File: config.mk
export PLATFORM = sky130hd
export DESIGN_NAME = credit_round_robin_dispatcher_flat
export DESIGN_NICKNAME = d
export VERILOG_FILES = /design/src/hw/rtl/crrd_pkg.sv /design/src/hw/rtl/crrd_req_if.sv /design/src/hw/rtl/crrd_rsp_if.sv /design/src/hw/rtl/credit_round_robin_dispatcher.sv /design/src/hw/rtl/crrd_ram.sv /design/src/hw/rtl/crrd_count.sv /design/src/hw/rtl/crrd_backlog.sv /design/src/hw/rtl/crrd_seq.sv /design/src/flat_wrapper.sv
export VERILOG_INCLUDE_DIRS = /design/src /design/src/hw/rtl
export SDC_FILE = /design/constraint.sdc
export NUM_CORES = 1
export LEC_CHECK = 0
export BUFFER_PORTS_ARGS = -buffer_cell sky130_fd_sc_hd__buf_4
export CORE_MARGIN = 5
export CORE_UTILIZATION = 40
export CTS_CLUSTER_DIAMETER = 50
export CTS_CLUSTER_SIZE = 25
export DETAILED_ROUTE_END_ITERATION = 10
export PLACE_DENSITY = 0.58
export SYNTH_ARGS = -nofsm -noshare
export SYNTH_HDL_FRONTEND = slang
export SYNTH_SLANG_ARGS = --single-unit
File: constraint.sdc
create_clock -name clock -period 5.85 [get_ports clock]
set_clock_uncertainty 0.15 [all_clocks]
set_input_delay 0.585 -clock clock [delete_from_list [all_inputs] [get_ports clock]]
set_output_delay 0.585 -clock clock [all_outputs]
set_load 0.02 [all_outputs]
File: src/hw/rtl/credit_round_robin_dispatcher_macros.svh
// Assertion macros shared by the dispatcher RTL.
`ifndef CREDIT_ROUND_ROBIN_DISPATCHER_MACROS_SVH
`define CREDIT_ROUND_ROBIN_DISPATCHER_MACROS_SVH
`ifndef NO_ASSERTIONS
// Same-cycle implication.
`define CRRD_ASSERT_IMP(label, clk, rst, ante, cons) \
   label: assert property (@(posedge clk) disable iff (rst) (ante) |-> (cons)) \
      else $error("crrd assertion failed");
// Next-cycle implication.
`define CRRD_ASSERT_NEXT(label, clk, rst, ante, cons) \
   label: assert property (@(posedge clk) disable iff (rst) (ante) |=> (cons)) \
      else $error("crrd assertion failed");
`else
`define CRRD_ASSERT_IMP(label, clk, rst, ante, cons)
`define CRRD_ASSERT_NEXT(label, clk, rst, ante, cons)
`endif
`endif

File: src/hw/rtl/crrd_pkg.sv
// Types, constants and helper functions of the round-robin dispatcher.
`timescale 1ns / 1ps
`default_nettype none
package crrd_pkg;

   // Sizes of the worker pool and of the backlog.
   localparam int MAX_WORKERS   = 8;
   localparam int BACKLOG_DEPTH = 16;

   // Field widths.
   localparam int WORKER_W  = 3;
   localparam int NUM_W     = 4;
   localparam int COUNT_W   = 4;
   localparam int LIMIT_W   = 4;
   localparam int LEVEL_W   = 3;
   localparam int MODE_W    = 2;
   localparam int IMP_W     = 3;
   localparam int ACTION_W  = 2;
   localparam int ID_W      = 32;
   localparam int BL_PTR_W  = (BACKLOG_DEPTH > 1) ? $clog2(BACKLOG_DEPTH) : 1;
   localparam int BL_FILL_W = $clog2(BACKLOG_DEPTH + 1);
   localparam int CSR_IDX_W  = 3;
   localparam int CSR_DATA_W = 4;

   localparam logic [COUNT_W-1:0] COUNT_MAX = '1;

   // Configuration reset values.
   localparam logic [NUM_W-1:0]   NUM_WORKERS_RST   = 4'd1;
   localparam logic [LIMIT_W-1:0] BASIC_LIMIT_RST   = 4'd2;
   localparam logic [LIMIT_W-1:0] CRIT_LIMIT_RST    = 4'd4;
   localparam logic [LEVEL_W-1:0] ONGOING_LEVEL_RST = 3'd3;
   localparam logic [LEVEL_W-1:0] DEMAND_LEVEL_RST  = 3'd4;

   typedef enum logic [MODE_W-1:0] {
      MODE_SUBMIT   = 2'd0,
      MODE_COMPLETE = 2'd1,
      MODE_RESET    = 2'd2
   } mode_type;

   typedef enum logic [ACTION_W-1:0] {
      ACT_DISPATCH = 2'd0,
      ACT_BACKLOG  = 2'd1,
      ACT_REJECT   = 2'd2,
      ACT_NONE     = 2'd3
   } action_type;

   typedef enum logic [CSR_IDX_W-1:0] {
      CSR_NUM_WORKERS   = 3'd0,
      CSR_BASIC_LIMIT   = 3'd1,
      CSR_CRIT_LIMIT    = 3'd2,
      CSR_ONGOING_LEVEL = 3'd3,
      CSR_DEMAND_LEVEL  = 3'd4
   } csr_index_type;

   typedef enum logic [2:0] {
      ST_IDLE,
      ST_PASS1,
      ST_PASS2,
      ST_FAIL,
      ST_CMPL,
      ST_NONE
   } seq_state_type;

   typedef struct packed {
      logic [NUM_W-1:0]   num_workers;
      logic [LIMIT_W-1:0] basic_limit;
      logic [LIMIT_W-1:0] crit_limit;
      logic [LEVEL_W-1:0] ongoing_level;
      logic [LEVEL_W-1:0] demand_level;
   } cfg_type;

   // Access to the outstanding-count memory.
   typedef struct packed {
      logic                rd_en;
      logic [WORKER_W-1:0] rd_addr;
      logic                wr_en;
      logic [WORKER_W-1:0] wr_addr;
      logic [COUNT_W-1:0]  wr_data;
   } count_cmd_type;

   // Access to the backlog queue.
   typedef struct packed {
      logic            push;
      logic [ID_W-1:0] push_id;
      logic            rd_en;
      logic            pop;
   } bl_cmd_type;

   typedef struct packed {
      logic empty;
      logic full;
   } bl_status_type;

   // Worker count in use: zero acts as one, large values saturate.
   function automatic logic [NUM_W-1:0] active_workers(input logic [NUM_W-1:0] num);
      logic [NUM_W-1:0] n;
      n = num;
      if (n == '0) begin
         n = NUM_W'(1);
      end
      if (n > NUM_W'(MAX_WORKERS)) begin
         n = NUM_W'(MAX_WORKERS);
      end
      return n;
   endfunction

   function automatic logic [COUNT_W-1:0] sat_inc(input logic [COUNT_W-1:0] c);
      return (c == COUNT_MAX) ? c : COUNT_W'(c + 1'b1);
   endfunction

   function automatic logic [COUNT_W-1:0] sat_dec(input logic [COUNT_W-1:0] c);
      return (c == '0) ? c : COUNT_W'(c - 1'b1);
   endfunction

endpackage
`default_nettype wire

File: src/hw/rtl/crrd_req_if.sv
// Request channel into the dispatcher.
`timescale 1ns / 1ps
`default_nettype none
interface crrd_req_if;
   logic                          valid;
   logic                          ready;
   logic [crrd_pkg::MODE_W-1:0]   mode;
   logic [crrd_pkg::IMP_W-1:0]    importance;
   logic [crrd_pkg::WORKER_W-1:0] worker_index;

   modport source (output valid, mode, importance, worker_index, input ready);
   modport sink (input valid, mode, importance, worker_index, output ready);
endinterface
`default_nettype wire

File: src/hw/rtl/crrd_rsp_if.sv
// Response channel out of the dispatcher.
`timescale 1ns / 1ps
`default_nettype none
interface crrd_rsp_if;
   logic                          valid;
   logic                          ready;
   logic [crrd_pkg::ACTION_W-1:0] action;
   logic [crrd_pkg::WORKER_W-1:0] target_worker;
   logic [crrd_pkg::ID_W-1:0]     request_id;

   modport source (output valid, action, target_worker, request_id, input ready);
   modport sink (input valid, action, target_worker, request_id, output ready);
endinterface
`default_nettype wire

File: src/hw/rtl/credit_round_robin_dispatcher.sv
// Top level of the credit-based round-robin request dispatcher.
//
//   channel   direction  handshake           payload
//   req_chan  in         valid / ready       mode, importance, worker_index
//   rsp_chan  out        valid / ready       action, target_worker, request_id
//   csr_*     in         csr_wr_en (no wait) csr_index, csr_wdata
//
// A submit searches the workers in use, reading one worker's count per cycle from the
// count memory, first against the basic limit, then, for importance above the ongoing
// level, against the critical limit. Completions, resets and ignored requests skip it.
// Reset is synchronous; counts read as zero through per-worker valid bits, so no
// clearing pass follows reset. A stalled response waits in the output register while
// the next request is accepted; that request holds its final step until it drains.
`timescale 1ns / 1ps
`default_nettype none
module credit_round_robin_dispatcher (
   input  logic                              clock,
   input  logic                              reset,
   crrd_req_if.sink                          req_chan,
   crrd_rsp_if.source                        rsp_chan,
   input  logic                              csr_wr_en,
   input  logic [crrd_pkg::CSR_IDX_W-1:0]    csr_index,
   input  logic [crrd_pkg::CSR_DATA_W-1:0]   csr_wdata
);
   crrd_pkg::cfg_type        cfg_ff;
   crrd_pkg::count_cmd_type  cnt_cmd;
   logic [crrd_pkg::COUNT_W-1:0] cnt_rd;
   crrd_pkg::bl_cmd_type     bl_cmd;
   crrd_pkg::bl_status_type  bl_status;
   logic [crrd_pkg::ID_W-1:0] bl_rd_id;

   // Configuration registers.
   always_ff @(posedge clock) begin
      if (reset) begin
         cfg_ff.num_workers   <= crrd_pkg::NUM_WORKERS_RST;
         cfg_ff.basic_limit   <= crrd_pkg::BASIC_LIMIT_RST;
         cfg_ff.crit_limit    <= crrd_pkg::CRIT_LIMIT_RST;
         cfg_ff.ongoing_level <= crrd_pkg::ONGOING_LEVEL_RST;
         cfg_ff.demand_level  <= crrd_pkg::DEMAND_LEVEL_RST;
      end else if (csr_wr_en) begin
         case (csr_index)
            crrd_pkg::CSR_NUM_WORKERS: begin
               cfg_ff.num_workers <= csr_wdata[crrd_pkg::NUM_W-1:0];
            end
            crrd_pkg::CSR_BASIC_LIMIT: begin
               cfg_ff.basic_limit <= csr_wdata[crrd_pkg::LIMIT_W-1:0];
            end
            crrd_pkg::CSR_CRIT_LIMIT: begin
               cfg_ff.crit_limit <= csr_wdata[crrd_pkg::LIMIT_W-1:0];
            end
            crrd_pkg::CSR_ONGOING_LEVEL: begin
               cfg_ff.ongoing_level <= csr_wdata[crrd_pkg::LEVEL_W-1:0];
            end
            crrd_pkg::CSR_DEMAND_LEVEL: begin
               cfg_ff.demand_level <= csr_wdata[crrd_pkg::LEVEL_W-1:0];
            end
            default: begin
            end
         endcase
      end
   end

   crrd_seq u_seq (
      .clock     (clock),
      .reset     (reset),
      .cfg       (cfg_ff),
      .req       (req_chan),
      .rsp       (rsp_chan),
      .cnt_cmd   (cnt_cmd),
      .cnt_rd    (cnt_rd),
      .bl_cmd    (bl_cmd),
      .bl_status (bl_status),
      .bl_rd_id  (bl_rd_id)
   );

   crrd_count u_count (
      .clock    (clock),
      .reset    (reset),
      .cmd      (cnt_cmd),
      .rd_count (cnt_rd)
   );

   crrd_backlog u_backlog (
      .clock  (clock),
      .reset  (reset),
      .cmd    (bl_cmd),
      .status (bl_status),
      .rd_id  (bl_rd_id)
   );
endmodule
`default_nettype wire

File: src/hw/rtl/crrd_ram.sv
// Generic one-write one-read synchronous RAM with registered read data.
`timescale 1ns / 1ps
`default_nettype none
module crrd_ram #(
   parameter int DEPTH = 8,
   parameter int WIDTH = 4
) (
   input  logic                                         clock,
   input  logic                                         wr_en,
   input  logic [((DEPTH > 1) ? $clog2(DEPTH) : 1)-1:0] wr_addr,
   input  logic [WIDTH-1:0]                             wr_data,
   input  logic                                         rd_en,
   input  logic [((DEPTH > 1) ? $clog2(DEPTH) : 1)-1:0] rd_addr,
   output logic [WIDTH-1:0]                             rd_data
);
   logic [WIDTH-1:0] ram_ff [DEPTH];
   logic [WIDTH-1:0] rd_data_ff;

   // Storage array and read register.
   always_ff @(posedge clock) begin
      if (wr_en) begin
         ram_ff[wr_addr] <= wr_data;
      end
      if (rd_en) begin
         rd_data_ff <= ram_ff[rd_addr];
      end
   end

   assign rd_data = rd_data_ff;
endmodule
`default_nettype wire

File: src/hw/rtl/crrd_count.sv
// Outstanding-count memory with per-worker valid bits standing for the zero reset.
`timescale 1ns / 1ps
`default_nettype none
module crrd_count (
   input  logic                           clock,
   input  logic                           reset,
   input  crrd_pkg::count_cmd_type        cmd,
   output logic [crrd_pkg::COUNT_W-1:0]   rd_count
);
   logic [crrd_pkg::MAX_WORKERS-1:0] valid_ff;
   logic                             rd_valid_ff;
   logic [crrd_pkg::COUNT_W-1:0]     ram_q;

   crrd_ram #(
      .DEPTH (crrd_pkg::MAX_WORKERS),
      .WIDTH (crrd_pkg::COUNT_W)
   ) u_ram (
      .clock   (clock),
      .wr_en   (cmd.wr_en),
      .wr_addr (cmd.wr_addr),
      .wr_data (cmd.wr_data),
      .rd_en   (cmd.rd_en),
      .rd_addr (cmd.rd_addr),
      .rd_data (ram_q)
   );

   // An entry becomes valid on its first write; reset invalidates all of them.
   always_ff @(posedge clock) begin
      if (reset) begin
         valid_ff <= '0;
      end else if (cmd.wr_en) begin
         valid_ff[cmd.wr_addr] <= 1'b1;
      end
   end

   // Valid bit travels alongside the registered read.
   always_ff @(posedge clock) begin
      if (cmd.rd_en) begin
         rd_valid_ff <= valid_ff[cmd.rd_addr];
      end
   end

   assign rd_count = rd_valid_ff ? ram_q : '0;
endmodule
`default_nettype wire

File: src/hw/rtl/crrd_backlog.sv
// Backlog FIFO of request ids, held in a synchronous RAM.
`timescale 1ns / 1ps
`default_nettype none
`include "credit_round_robin_dispatcher_macros.svh"
module crrd_backlog (
   input  logic                        clock,
   input  logic                        reset,
   input  crrd_pkg::bl_cmd_type        cmd,
   output crrd_pkg::bl_status_type     status,
   output logic [crrd_pkg::ID_W-1:0]   rd_id
);
   localparam int PTR_W  = crrd_pkg::BL_PTR_W;
   localparam int FILL_W = crrd_pkg::BL_FILL_W;
   localparam logic [PTR_W-1:0]  PTR_LAST  = PTR_W'(crrd_pkg::BACKLOG_DEPTH - 1);
   localparam logic [FILL_W-1:0] FILL_FULL = FILL_W'(crrd_pkg::BACKLOG_DEPTH);

   logic [PTR_W-1:0]  head_ff;
   logic [PTR_W-1:0]  tail_ff;
   logic [FILL_W-1:0] fill_ff;

   crrd_ram #(
      .DEPTH (crrd_pkg::BACKLOG_DEPTH),
      .WIDTH (crrd_pkg::ID_W)
   ) u_ram (
      .clock   (clock),
      .wr_en   (cmd.push),
      .wr_addr (tail_ff),
      .wr_data (cmd.push_id),
      .rd_en   (cmd.rd_en),
      .rd_addr (head_ff),
      .rd_data (rd_id)
   );

   // Head, tail and fill level.
   always_ff @(posedge clock) begin
      if (reset) begin
         head_ff <= '0;
         tail_ff <= '0;
         fill_ff <= '0;
      end else begin
         if (cmd.push) begin
            tail_ff <= (tail_ff == PTR_LAST) ? '0 : PTR_W'(tail_ff + 1'b1);
         end
         if (cmd.pop) begin
            head_ff <= (head_ff == PTR_LAST) ? '0 : PTR_W'(head_ff + 1'b1);
         end
         if (cmd.push && !cmd.pop) begin
            fill_ff <= FILL_W'(fill_ff + 1'b1);
         end else if (cmd.pop && !cmd.push) begin
            fill_ff <= FILL_W'(fill_ff - 1'b1);
         end
      end
   end

   assign status.empty = (fill_ff == '0);
   assign status.full  = (fill_ff == FILL_FULL);

   `CRRD_ASSERT_IMP(a_no_push_when_full, clock, reset, cmd.push, !status.full)
   `CRRD_ASSERT_IMP(a_no_pop_when_empty, clock, reset, cmd.pop, !status.empty)
   `CRRD_ASSERT_IMP(a_fill_bound, clock, reset, 1'b1, fill_ff <= FILL_FULL)
   `CRRD_ASSERT_IMP(a_empty_ptrs_meet, clock, reset, status.empty, head_ff == tail_ff)
endmodule
`default_nettype wire

File: src/hw/rtl/crrd_seq.sv
// Request sequencer: round-robin search, backlog handling and response register.
`timescale 1ns / 1ps
`default_nettype none
`include "credit_round_robin_dispatcher_macros.svh"
module crrd_seq (
   input  logic                          clock,
   input  logic                          reset,
   input  crrd_pkg::cfg_type             cfg,
   crrd_req_if.sink                      req,
   crrd_rsp_if.source                    rsp,
   output crrd_pkg::count_cmd_type       cnt_cmd,
   input  logic [crrd_pkg::COUNT_W-1:0]  cnt_rd,
   output crrd_pkg::bl_cmd_type          bl_cmd,
   input  crrd_pkg::bl_status_type       bl_status,
   input  logic [crrd_pkg::ID_W-1:0]     bl_rd_id
);
   localparam int NW  = crrd_pkg::NUM_W;
   localparam int WW  = crrd_pkg::WORKER_W;
   localparam int IDW = crrd_pkg::ID_W;
   localparam logic [IDW-1:0] ID_ONE = IDW'(1);
   localparam logic [NW-1:0]  LEFT_LAST = NW'(1);

   crrd_pkg::seq_state_type state_ff, state_in;
   logic [WW-1:0]                  rr_ff, rr_in;
   logic [NW-1:0]                  left_ff, left_in;
   logic [IDW-1:0]                 next_id_ff, next_id_in;
   logic [IDW-1:0]                 id_ff;
   logic [crrd_pkg::IMP_W-1:0]     imp_ff;
   logic [WW-1:0]                  widx_ff;

   logic                           rsp_valid_ff, rsp_valid_in;
   crrd_pkg::action_type           rsp_action_ff;
   logic [WW-1:0]                  rsp_target_ff;
   logic [IDW-1:0]                 rsp_id_ff;

   logic [NW-1:0]                  n_active;
   logic [NW-1:0]                  rr_plus;
   logic [WW-1:0]                  rr_adv;
   logic                           out_free;
   logic                           req_fire;
   logic                           widx_ok;
   logic [crrd_pkg::COUNT_W-1:0]   cnt_dec;
   logic                           in_search;
   logic                           submit_fire;

   logic                           emit;
   crrd_pkg::action_type           emit_action;
   logic [WW-1:0]                  emit_target;
   logic [IDW-1:0]                 emit_id;

   // Shared helpers for the search and the handshake.
   assign n_active = crrd_pkg::active_workers(cfg.num_workers);
   assign rr_plus  = NW'(rr_ff) + NW'(1);
   assign rr_adv   = (rr_plus >= n_active) ? '0 : rr_plus[WW-1:0];
   assign out_free = !rsp_valid_ff || rsp.ready;
   assign req.ready = (state_ff == crrd_pkg::ST_IDLE);
   assign req_fire = req.valid && req.ready;
   assign widx_ok  = (NW'(req.worker_index) < n_active);
   assign cnt_dec  = crrd_pkg::sat_dec(cnt_rd);

   // Conditions watched by the assertions.
   assign in_search   = (state_ff == crrd_pkg::ST_PASS1) || (state_ff == crrd_pkg::ST_PASS2);
   assign submit_fire = req_fire && (req.mode == crrd_pkg::MODE_SUBMIT);

   // Next state, memory commands and result.
   always_comb begin
      state_in    = state_ff;
      rr_in       = rr_ff;
      left_in     = left_ff;
      next_id_in  = next_id_ff;
      cnt_cmd     = '0;
      bl_cmd      = '0;
      emit        = 1'b0;
      emit_action = crrd_pkg::ACT_NONE;
      emit_target = '0;
      emit_id     = '0;

      case (state_ff)
         crrd_pkg::ST_IDLE: begin
            if (req_fire) begin
               case (req.mode)
                  crrd_pkg::MODE_SUBMIT: begin
                     next_id_in      = next_id_ff + ID_ONE;
                     rr_in           = rr_adv;
                     left_in         = n_active;
                     cnt_cmd.rd_en   = 1'b1;
                     cnt_cmd.rd_addr = rr_adv;
                     state_in        = crrd_pkg::ST_PASS1;
                  end
                  crrd_pkg::MODE_COMPLETE: begin
                     if (widx_ok) begin
                        cnt_cmd.rd_en   = 1'b1;
                        cnt_cmd.rd_addr = req.worker_index;
                        bl_cmd.rd_en    = 1'b1;
                        state_in        = crrd_pkg::ST_CMPL;
                     end else begin
                        state_in = crrd_pkg::ST_NONE;
                     end
                  end
                  crrd_pkg::MODE_RESET: begin
                     if (widx_ok) begin
                        cnt_cmd.wr_en   = 1'b1;
                        cnt_cmd.wr_addr = req.worker_index;
                        cnt_cmd.wr_data = '0;
                     end
                     state_in = crrd_pkg::ST_NONE;
                  end
                  default: begin
                     state_in = crrd_pkg::ST_NONE;
                  end
               endcase
            end
         end

         // First pass: one worker per cycle against the basic limit.
         crrd_pkg::ST_PASS1: begin
            if (cnt_rd < cfg.basic_limit) begin
               if (out_free) begin
                  cnt_cmd.wr_en   = 1'b1;
                  cnt_cmd.wr_addr = rr_ff;
                  cnt_cmd.wr_data = crrd_pkg::sat_inc(cnt_rd);
                  emit            = 1'b1;
                  emit_action     = crrd_pkg::ACT_DISPATCH;
                  emit_target     = rr_ff;
                  emit_id         = id_ff;
                  state_in        = crrd_pkg::ST_IDLE;
               end
            end else if (left_ff == LEFT_LAST) begin
               if (imp_ff > cfg.ongoing_level) begin
                  left_in  = n_active;
                  state_in = crrd_pkg::ST_PASS2;
               end else begin
                  state_in = crrd_pkg::ST_FAIL;
               end
            end else begin
               left_in         = NW'(left_ff - 1'b1);
               rr_in           = rr_adv;
               cnt_cmd.rd_en   = 1'b1;
               cnt_cmd.rd_addr = rr_adv;
            end
         end

         // Second pass: starts at the last worker seen, critical limit.
         crrd_pkg::ST_PASS2: begin
            if (cnt_rd < cfg.crit_limit) begin
               if (out_free) begin
                  cnt_cmd.wr_en   = 1'b1;
                  cnt_cmd.wr_addr = rr_ff;
                  cnt_cmd.wr_data = crrd_pkg::sat_inc(cnt_rd);
                  emit            = 1'b1;
                  emit_action     = crrd_pkg::ACT_DISPATCH;
                  emit_target     = rr_ff;
                  emit_id         = id_ff;
                  state_in        = crrd_pkg::ST_IDLE;
               end
            end else if (left_ff == LEFT_LAST) begin
               state_in = crrd_pkg::ST_FAIL;
            end else begin
               left_in         = NW'(left_ff - 1'b1);
               rr_in           = rr_adv;
               cnt_cmd.rd_en   = 1'b1;
               cnt_cmd.rd_addr = rr_adv;
            end
         end

         // No worker had room: backlog an important request, else reject.
         crrd_pkg::ST_FAIL: begin
            if (out_free) begin
               emit    = 1'b1;
               emit_id = id_ff;
               if ((imp_ff >= cfg.demand_level) && !bl_status.full) begin
                  bl_cmd.push    = 1'b1;
                  bl_cmd.push_id = id_ff;
                  emit_action    = crrd_pkg::ACT_BACKLOG;
               end else begin
                  emit_action = crrd_pkg::ACT_REJECT;
               end
               state_in = crrd_pkg::ST_IDLE;
            end
         end

         // Completion frees a credit and hands the backlog head, if any, to that worker.
         crrd_pkg::ST_CMPL: begin
            if (out_free) begin
               emit            = 1'b1;
               cnt_cmd.wr_en   = 1'b1;
               cnt_cmd.wr_addr = widx_ff;
               if (!bl_status.empty) begin
                  bl_cmd.pop      = 1'b1;
                  cnt_cmd.wr_data = crrd_pkg::sat_inc(cnt_dec);
                  emit_action     = crrd_pkg::ACT_DISPATCH;
                  emit_target     = widx_ff;
                  emit_id         = bl_rd_id;
               end else begin
                  cnt_cmd.wr_data = cnt_dec;
               end
               state_in = crrd_pkg::ST_IDLE;
            end
         end

         crrd_pkg::ST_NONE: begin
            if (out_free) begin
               emit     = 1'b1;
               state_in = crrd_pkg::ST_IDLE;
            end
         end

         default: begin
            state_in = crrd_pkg::ST_IDLE;
         end
      endcase
   end

   assign rsp_valid_in = emit ? 1'b1 : (rsp.ready ? 1'b0 : rsp_valid_ff);

   // Control registers.
   always_ff @(posedge clock) begin
      if (reset) begin
         state_ff     <= crrd_pkg::ST_IDLE;
         rr_ff        <= '0;
         left_ff      <= '0;
         next_id_ff   <= ID_ONE;
         rsp_valid_ff <= 1'b0;
      end else begin
         state_ff     <= state_in;
         rr_ff        <= rr_in;
         left_ff      <= left_in;
         next_id_ff   <= next_id_in;
         rsp_valid_ff <= rsp_valid_in;
      end
   end

   // Request fields held for the duration of the work.
   always_ff @(posedge clock) begin
      if (req_fire) begin
         id_ff   <= next_id_ff;
         imp_ff  <= req.importance;
         widx_ff <= req.worker_index;
      end
   end

   // Response payload register.
   always_ff @(posedge clock) begin
      if (emit) begin
         rsp_action_ff <= emit_action;
         rsp_target_ff <= emit_target;
         rsp_id_ff     <= emit_id;
      end
   end

   assign rsp.valid         = rsp_valid_ff;
   assign rsp.action        = rsp_action_ff;
   assign rsp.target_worker = rsp_target_ff;
   assign rsp.request_id    = rsp_id_ff;

   `CRRD_ASSERT_NEXT(a_busy_after_accept, clock, reset, req_fire, state_ff != crrd_pkg::ST_IDLE)
   `CRRD_ASSERT_IMP(a_left_nonzero, clock, reset, in_search, left_ff != '0)
   `CRRD_ASSERT_NEXT(a_id_advance, clock, reset, submit_fire, next_id_ff == $past(next_id_ff) + ID_ONE)
   `CRRD_ASSERT_IMP(a_emit_only_when_free, clock, reset, emit, out_free)
endmodule
`default_nettype wire
File: src/flat_wrapper.sv
// flat-port wrapper written by rule: the top's interface ports become plain ports
module credit_round_robin_dispatcher_flat 
  (clock, reset, csr_wr_en, csr_index, csr_wdata, req_chan_valid, req_chan_mode, req_chan_importance, req_chan_worker_index, req_chan_ready, rsp_chan_valid, rsp_chan_action, rsp_chan_target_worker, rsp_chan_request_id, rsp_chan_ready);
  crrd_req_if req_chan_i ();
  crrd_rsp_if rsp_chan_i ();
  input  logic clock;
  input  logic reset;
  input  logic csr_wr_en;
  input  logic [crrd_pkg::CSR_IDX_W-1:0] csr_index;
  input  logic [crrd_pkg::CSR_DATA_W-1:0] csr_wdata;
  input wire logic [$bits(req_chan_i.valid)-1:0] req_chan_valid;
  input wire logic [$bits(req_chan_i.mode)-1:0] req_chan_mode;
  input wire logic [$bits(req_chan_i.importance)-1:0] req_chan_importance;
  input wire logic [$bits(req_chan_i.worker_index)-1:0] req_chan_worker_index;
  output wire logic [$bits(req_chan_i.ready)-1:0] req_chan_ready;
  output wire logic [$bits(rsp_chan_i.valid)-1:0] rsp_chan_valid;
  output wire logic [$bits(rsp_chan_i.action)-1:0] rsp_chan_action;
  output wire logic [$bits(rsp_chan_i.target_worker)-1:0] rsp_chan_target_worker;
  output wire logic [$bits(rsp_chan_i.request_id)-1:0] rsp_chan_request_id;
  input wire logic [$bits(rsp_chan_i.ready)-1:0] rsp_chan_ready;
  assign req_chan_i.valid = req_chan_valid;
  assign req_chan_i.mode = req_chan_mode;
  assign req_chan_i.importance = req_chan_importance;
  assign req_chan_i.worker_index = req_chan_worker_index;
  assign req_chan_ready = req_chan_i.ready;
  assign rsp_chan_valid = rsp_chan_i.valid;
  assign rsp_chan_action = rsp_chan_i.action;
  assign rsp_chan_target_worker = rsp_chan_i.target_worker;
  assign rsp_chan_request_id = rsp_chan_i.request_id;
  assign rsp_chan_i.ready = rsp_chan_ready;
  credit_round_robin_dispatcher u_core (.clock(clock), .reset(reset), .req_chan(req_chan_i), .rsp_chan(rsp_chan_i), .csr_wr_en(csr_wr_en), .csr_index(csr_index), .csr_wdata(csr_wdata));
endmodule
==> flow_metrics.tcl <==
set metrics [dict create \
    first_global_vias 15200 \
    fin_nets 1732 \
    critPathArrivalTime_ns 4.30 \
    rr_worst_depth 11 \
    cts_tree "yes" \
    fillers 6039 \
    yosysTopAreaCell "edfxtp_1" \
    crit_start "u_core.u_seq.rr_ff[0]" \
    cts_buffer_depth 3 \
    synth_cell_types 74 \
    place_congestion 0.827 \
    root_buffer "clkbuf_16" \
    cts_buffers 71 \
    vias_per_cell 5.53 \
    r2r-start "u_core.u_seq.rr_ff[0]" \
    irDropWorstVdd_mv 0.187 \
    ys_dominant_reg_cell "edfxtp_1" \
    finalCritPeriodShare 0.702 \
    drt_iter0_drc 1485 \
    cts.sinks 738 \
    status "completed" \
    p_leak_nw 11.8 \
    syn_avg_cell_area_um2 18.5 \
    ctsResizeCount 0 \
    holdWs_ns 0.0505 \
    powerDensity_nw_per_um2 369 \
    dr.pass1.iters 5 \
    initial_utilization 0.402 \
    drtAntennaViolNets 0 \
    grt_use_total 0.167 \
    fmax_mhz 243 \
    multi_input_area_um2 7620 \
    coreArea_um2 72700 \
    overflow 0 \
    end_kind "flip-flop" \
    drive_above_1_share 0.246 \
    reg2reg_slack_ns 1.74 \
    synth_area_um2 29200 \
    seqCellArea_um2 21400 \
    synth_area_leaders "edfxtp_1 67%, mux4_2 12%, dfxtp_1 5.6%" \
    cp-start-kind "flip-flop" \
    dpl.hpwl_um 37900 \
    antenna_found_initial 3 \
    synth_edf_count 656 \
    reg2reg_to "u_core.u_count.u_ram.rd_data[1]" \
    cap_violations 0 \
    num_rows 99 \
    clkTransAtPathRegs_ns 0.08 \
    route.detailed.drc 0 \
    min_path_type "in -> reg" \
    via_count 14900 \
    postCtsSetupRepairBufs 0 \
    die_w_um 280 \
    hold_viol 0 \
    fin_tns_setup_ns 0 \
    fin_crit_ns 4.11 \
    syn-num-nets 1637 \
    synthArstFlopShare 0 \
    synth-seq-cells 738 \
    drt-total-wl_um 65900 \
    port_buffers 58 \
    holdBufCountCts 2 \
    path_max_fanout 16 \
    worstMarginPinSlew_ns 1.16 \
    die_h_um 280 \
    slew_violations 0 \
    diodes 0 \
    synthCells 1583 \
    ys_seq_area_frac 0.730 \
    grt_max_degree 83 \
    synth-warning-count 0 \
    areaGrowthSynthToFinish_pct 14.9 \
    endpoint "u_core.u_count.u_ram.rd_data[1]" \
    h-tree-depth 3 \
    clkLatencyLatePin_ns 0.62 \
    final_cell_mix "656 x edfxtp_1, 160 x mux4_2, 97 x nor2_1" \
    crit_required_ns 6.04 \
    criticalPathCategory "reg -> reg" \
    rsz0062_at_grt "no" \
    io_pins 59 \
    die_area_um2 78600 \
    final_common_cell "edfxtp_1" \
    grt_pass1_wl_um 99100 \
    avgRoutedWirePerCell_um 24.5 \
    finalSetupViolCount 0 \
    synth_top_area_share 0.674 \
    slew_headroom 0.223 \
]
==> power by group <==
part / leakage [nW] / total (mW) / internal, mW / switching (mW)
sequential: 7.74 / 6.23 / 6.05 / 0.182
clock: 1.22 / 4.89 / 2.61 / 2.28
combinational: 2.86 / 1.28 / 0.429 / 0.848
total: 11.8 / 12.4 / 9.08 / 3.31
==> how the worst min path moves through the flow <==
stage	slack, ns	cells after the start	endpoint	from
after global placement	0.30	1	u_core.u_count.valid_ff[3]	u_core.u_count.valid_ff[3]
after CTS	0.02	1	u_core.u_seq.imp_ff[1]	req_chan_importance[1]
after global routing	0.02	1	u_core.u_seq.imp_ff[1]	req_chan_importance[1]
after detailed placement	0.29	0	u_core.u_seq.id_ff[31]	u_core.u_seq.next_id_ff[31]
after floorplan	0.28	0	u_core.u_seq.id_ff[31]	u_core.u_seq.next_id_ff[31]
final	0.05	1	u_core.u_seq.imp_ff[1]	req_chan_importance[1]
==> cells by family (layout without fill, tap and decap cells) <==
| logic type | after synthesis | in the layout | share of synthesized area |
|---|---|---|---|
| DFF | 738 | 738 | 0.730 |
| and+or+nand+nor | 320 | 320 | 0.0537 |
| muxes | 200 | 200 | 0.138 |
| AOI/OAI and AO/OA | 156 | 156 | 0.0393 |
| buffers and inverters | 99 | 251 | 0.0135 |
| xor gates and xnor gates | 36 | 36 | 0.0108 |
| adders and majority gates | 34 | 34 | 0.0148 |
==> final cells by class <==
cell class,count,area share
well taps,959,0.0357
clock buffers,73,0.0538
flip-flops and latches,738,0.636
repair buffers,94,0.0223
clock inverters,57,0.0220
inverters,27,0.00306
multi-input cells,746,0.227
==> stage by stage <==
step                      utilization  area (µm²)  power (mW)  instances  setup slack (ns)
final                           0.462       33600        12.4       2694              1.74
after global routing            0.462       33600        12.9       2694              1.49
after CTS                       0.462       33600        12.5       2694              1.72
after detailed placement        0.426       31000        7.62       2562              1.73
after global placement          0.426       31000        7.61       2562              1.90
after floorplan                     -       29200        7.03       1583              1.34
==> cell usage after synthesis (3+ instances only) <==
cell type,count
xnor2_1,11
a221o_1,3
o21a_1,6
nor4_1,4
a22o_1,36
nand3_1,14
nand3b_1,4
nor2_1,111
a221oi_1,4
o211ai_1,7
nand2_1,63
inv_1,23
and2_1,41
nor2b_1,10
dfxtp_1,82
edfxtp_1,656
mux2i_1,30
clkbuf_1,43
nor3_1,18
o21ai_0,23
ha_1,33
or3_1,9
nand2b_1,12
mux2_1,8
a21o_1,5
buf_2,6
and3_1,13
nand4_1,5
nor3b_1,3
xor2_1,25
mux4_2,160
a31oi_1,4
a21oi_1,36
buf_1,21
o22ai_1,5
==> flip-flops by register name, indices dropped and copies added (netlist names), 8 cells and up <==
| name | cells |
|---|---|
| u_core.u_seq.id_ff | 32 |
| u_core.u_count.valid_ff | 8 |
| u_core.u_backlog.u_ram.rd_data | 32 |
| u_core.u_count.u_ram.ram_ff | 32 |
| u_core.u_backlog.u_ram.ram_ff | 512 |
| u_core.u_seq.rsp.request_id | 32 |
| u_core.cfg_ff | 18 |
| u_core.u_seq.next_id_ff | 32 |
==> routing by layer <==
metal	vias to the layer above	routed length (µm)	global-route usage	part of all wire
met3	75	3780	0.0277	0.057
li1	6536	-	-	-
met5	-	0	0	0
met1	7861	30000	0.247	0.45
met4	0	1000	0.0379	0.015
met2	437	31200	0.266	0.47
==> critical path, stage by stage, from the launching register on <==
cell	delay, ns
dfxtp_1	0.41
ha_1	0.28
xnor2_1	0.35
inv_1	0.10
ha_1	0.29
nand2_1	0.05
o21ai_1	0.58
o32ai_1	0.22
nor2_2	0.75
mux2_1	0.40
o22ai_1	0.17
a221oi_1	0.07
Power figures use the tool's default switching activity.
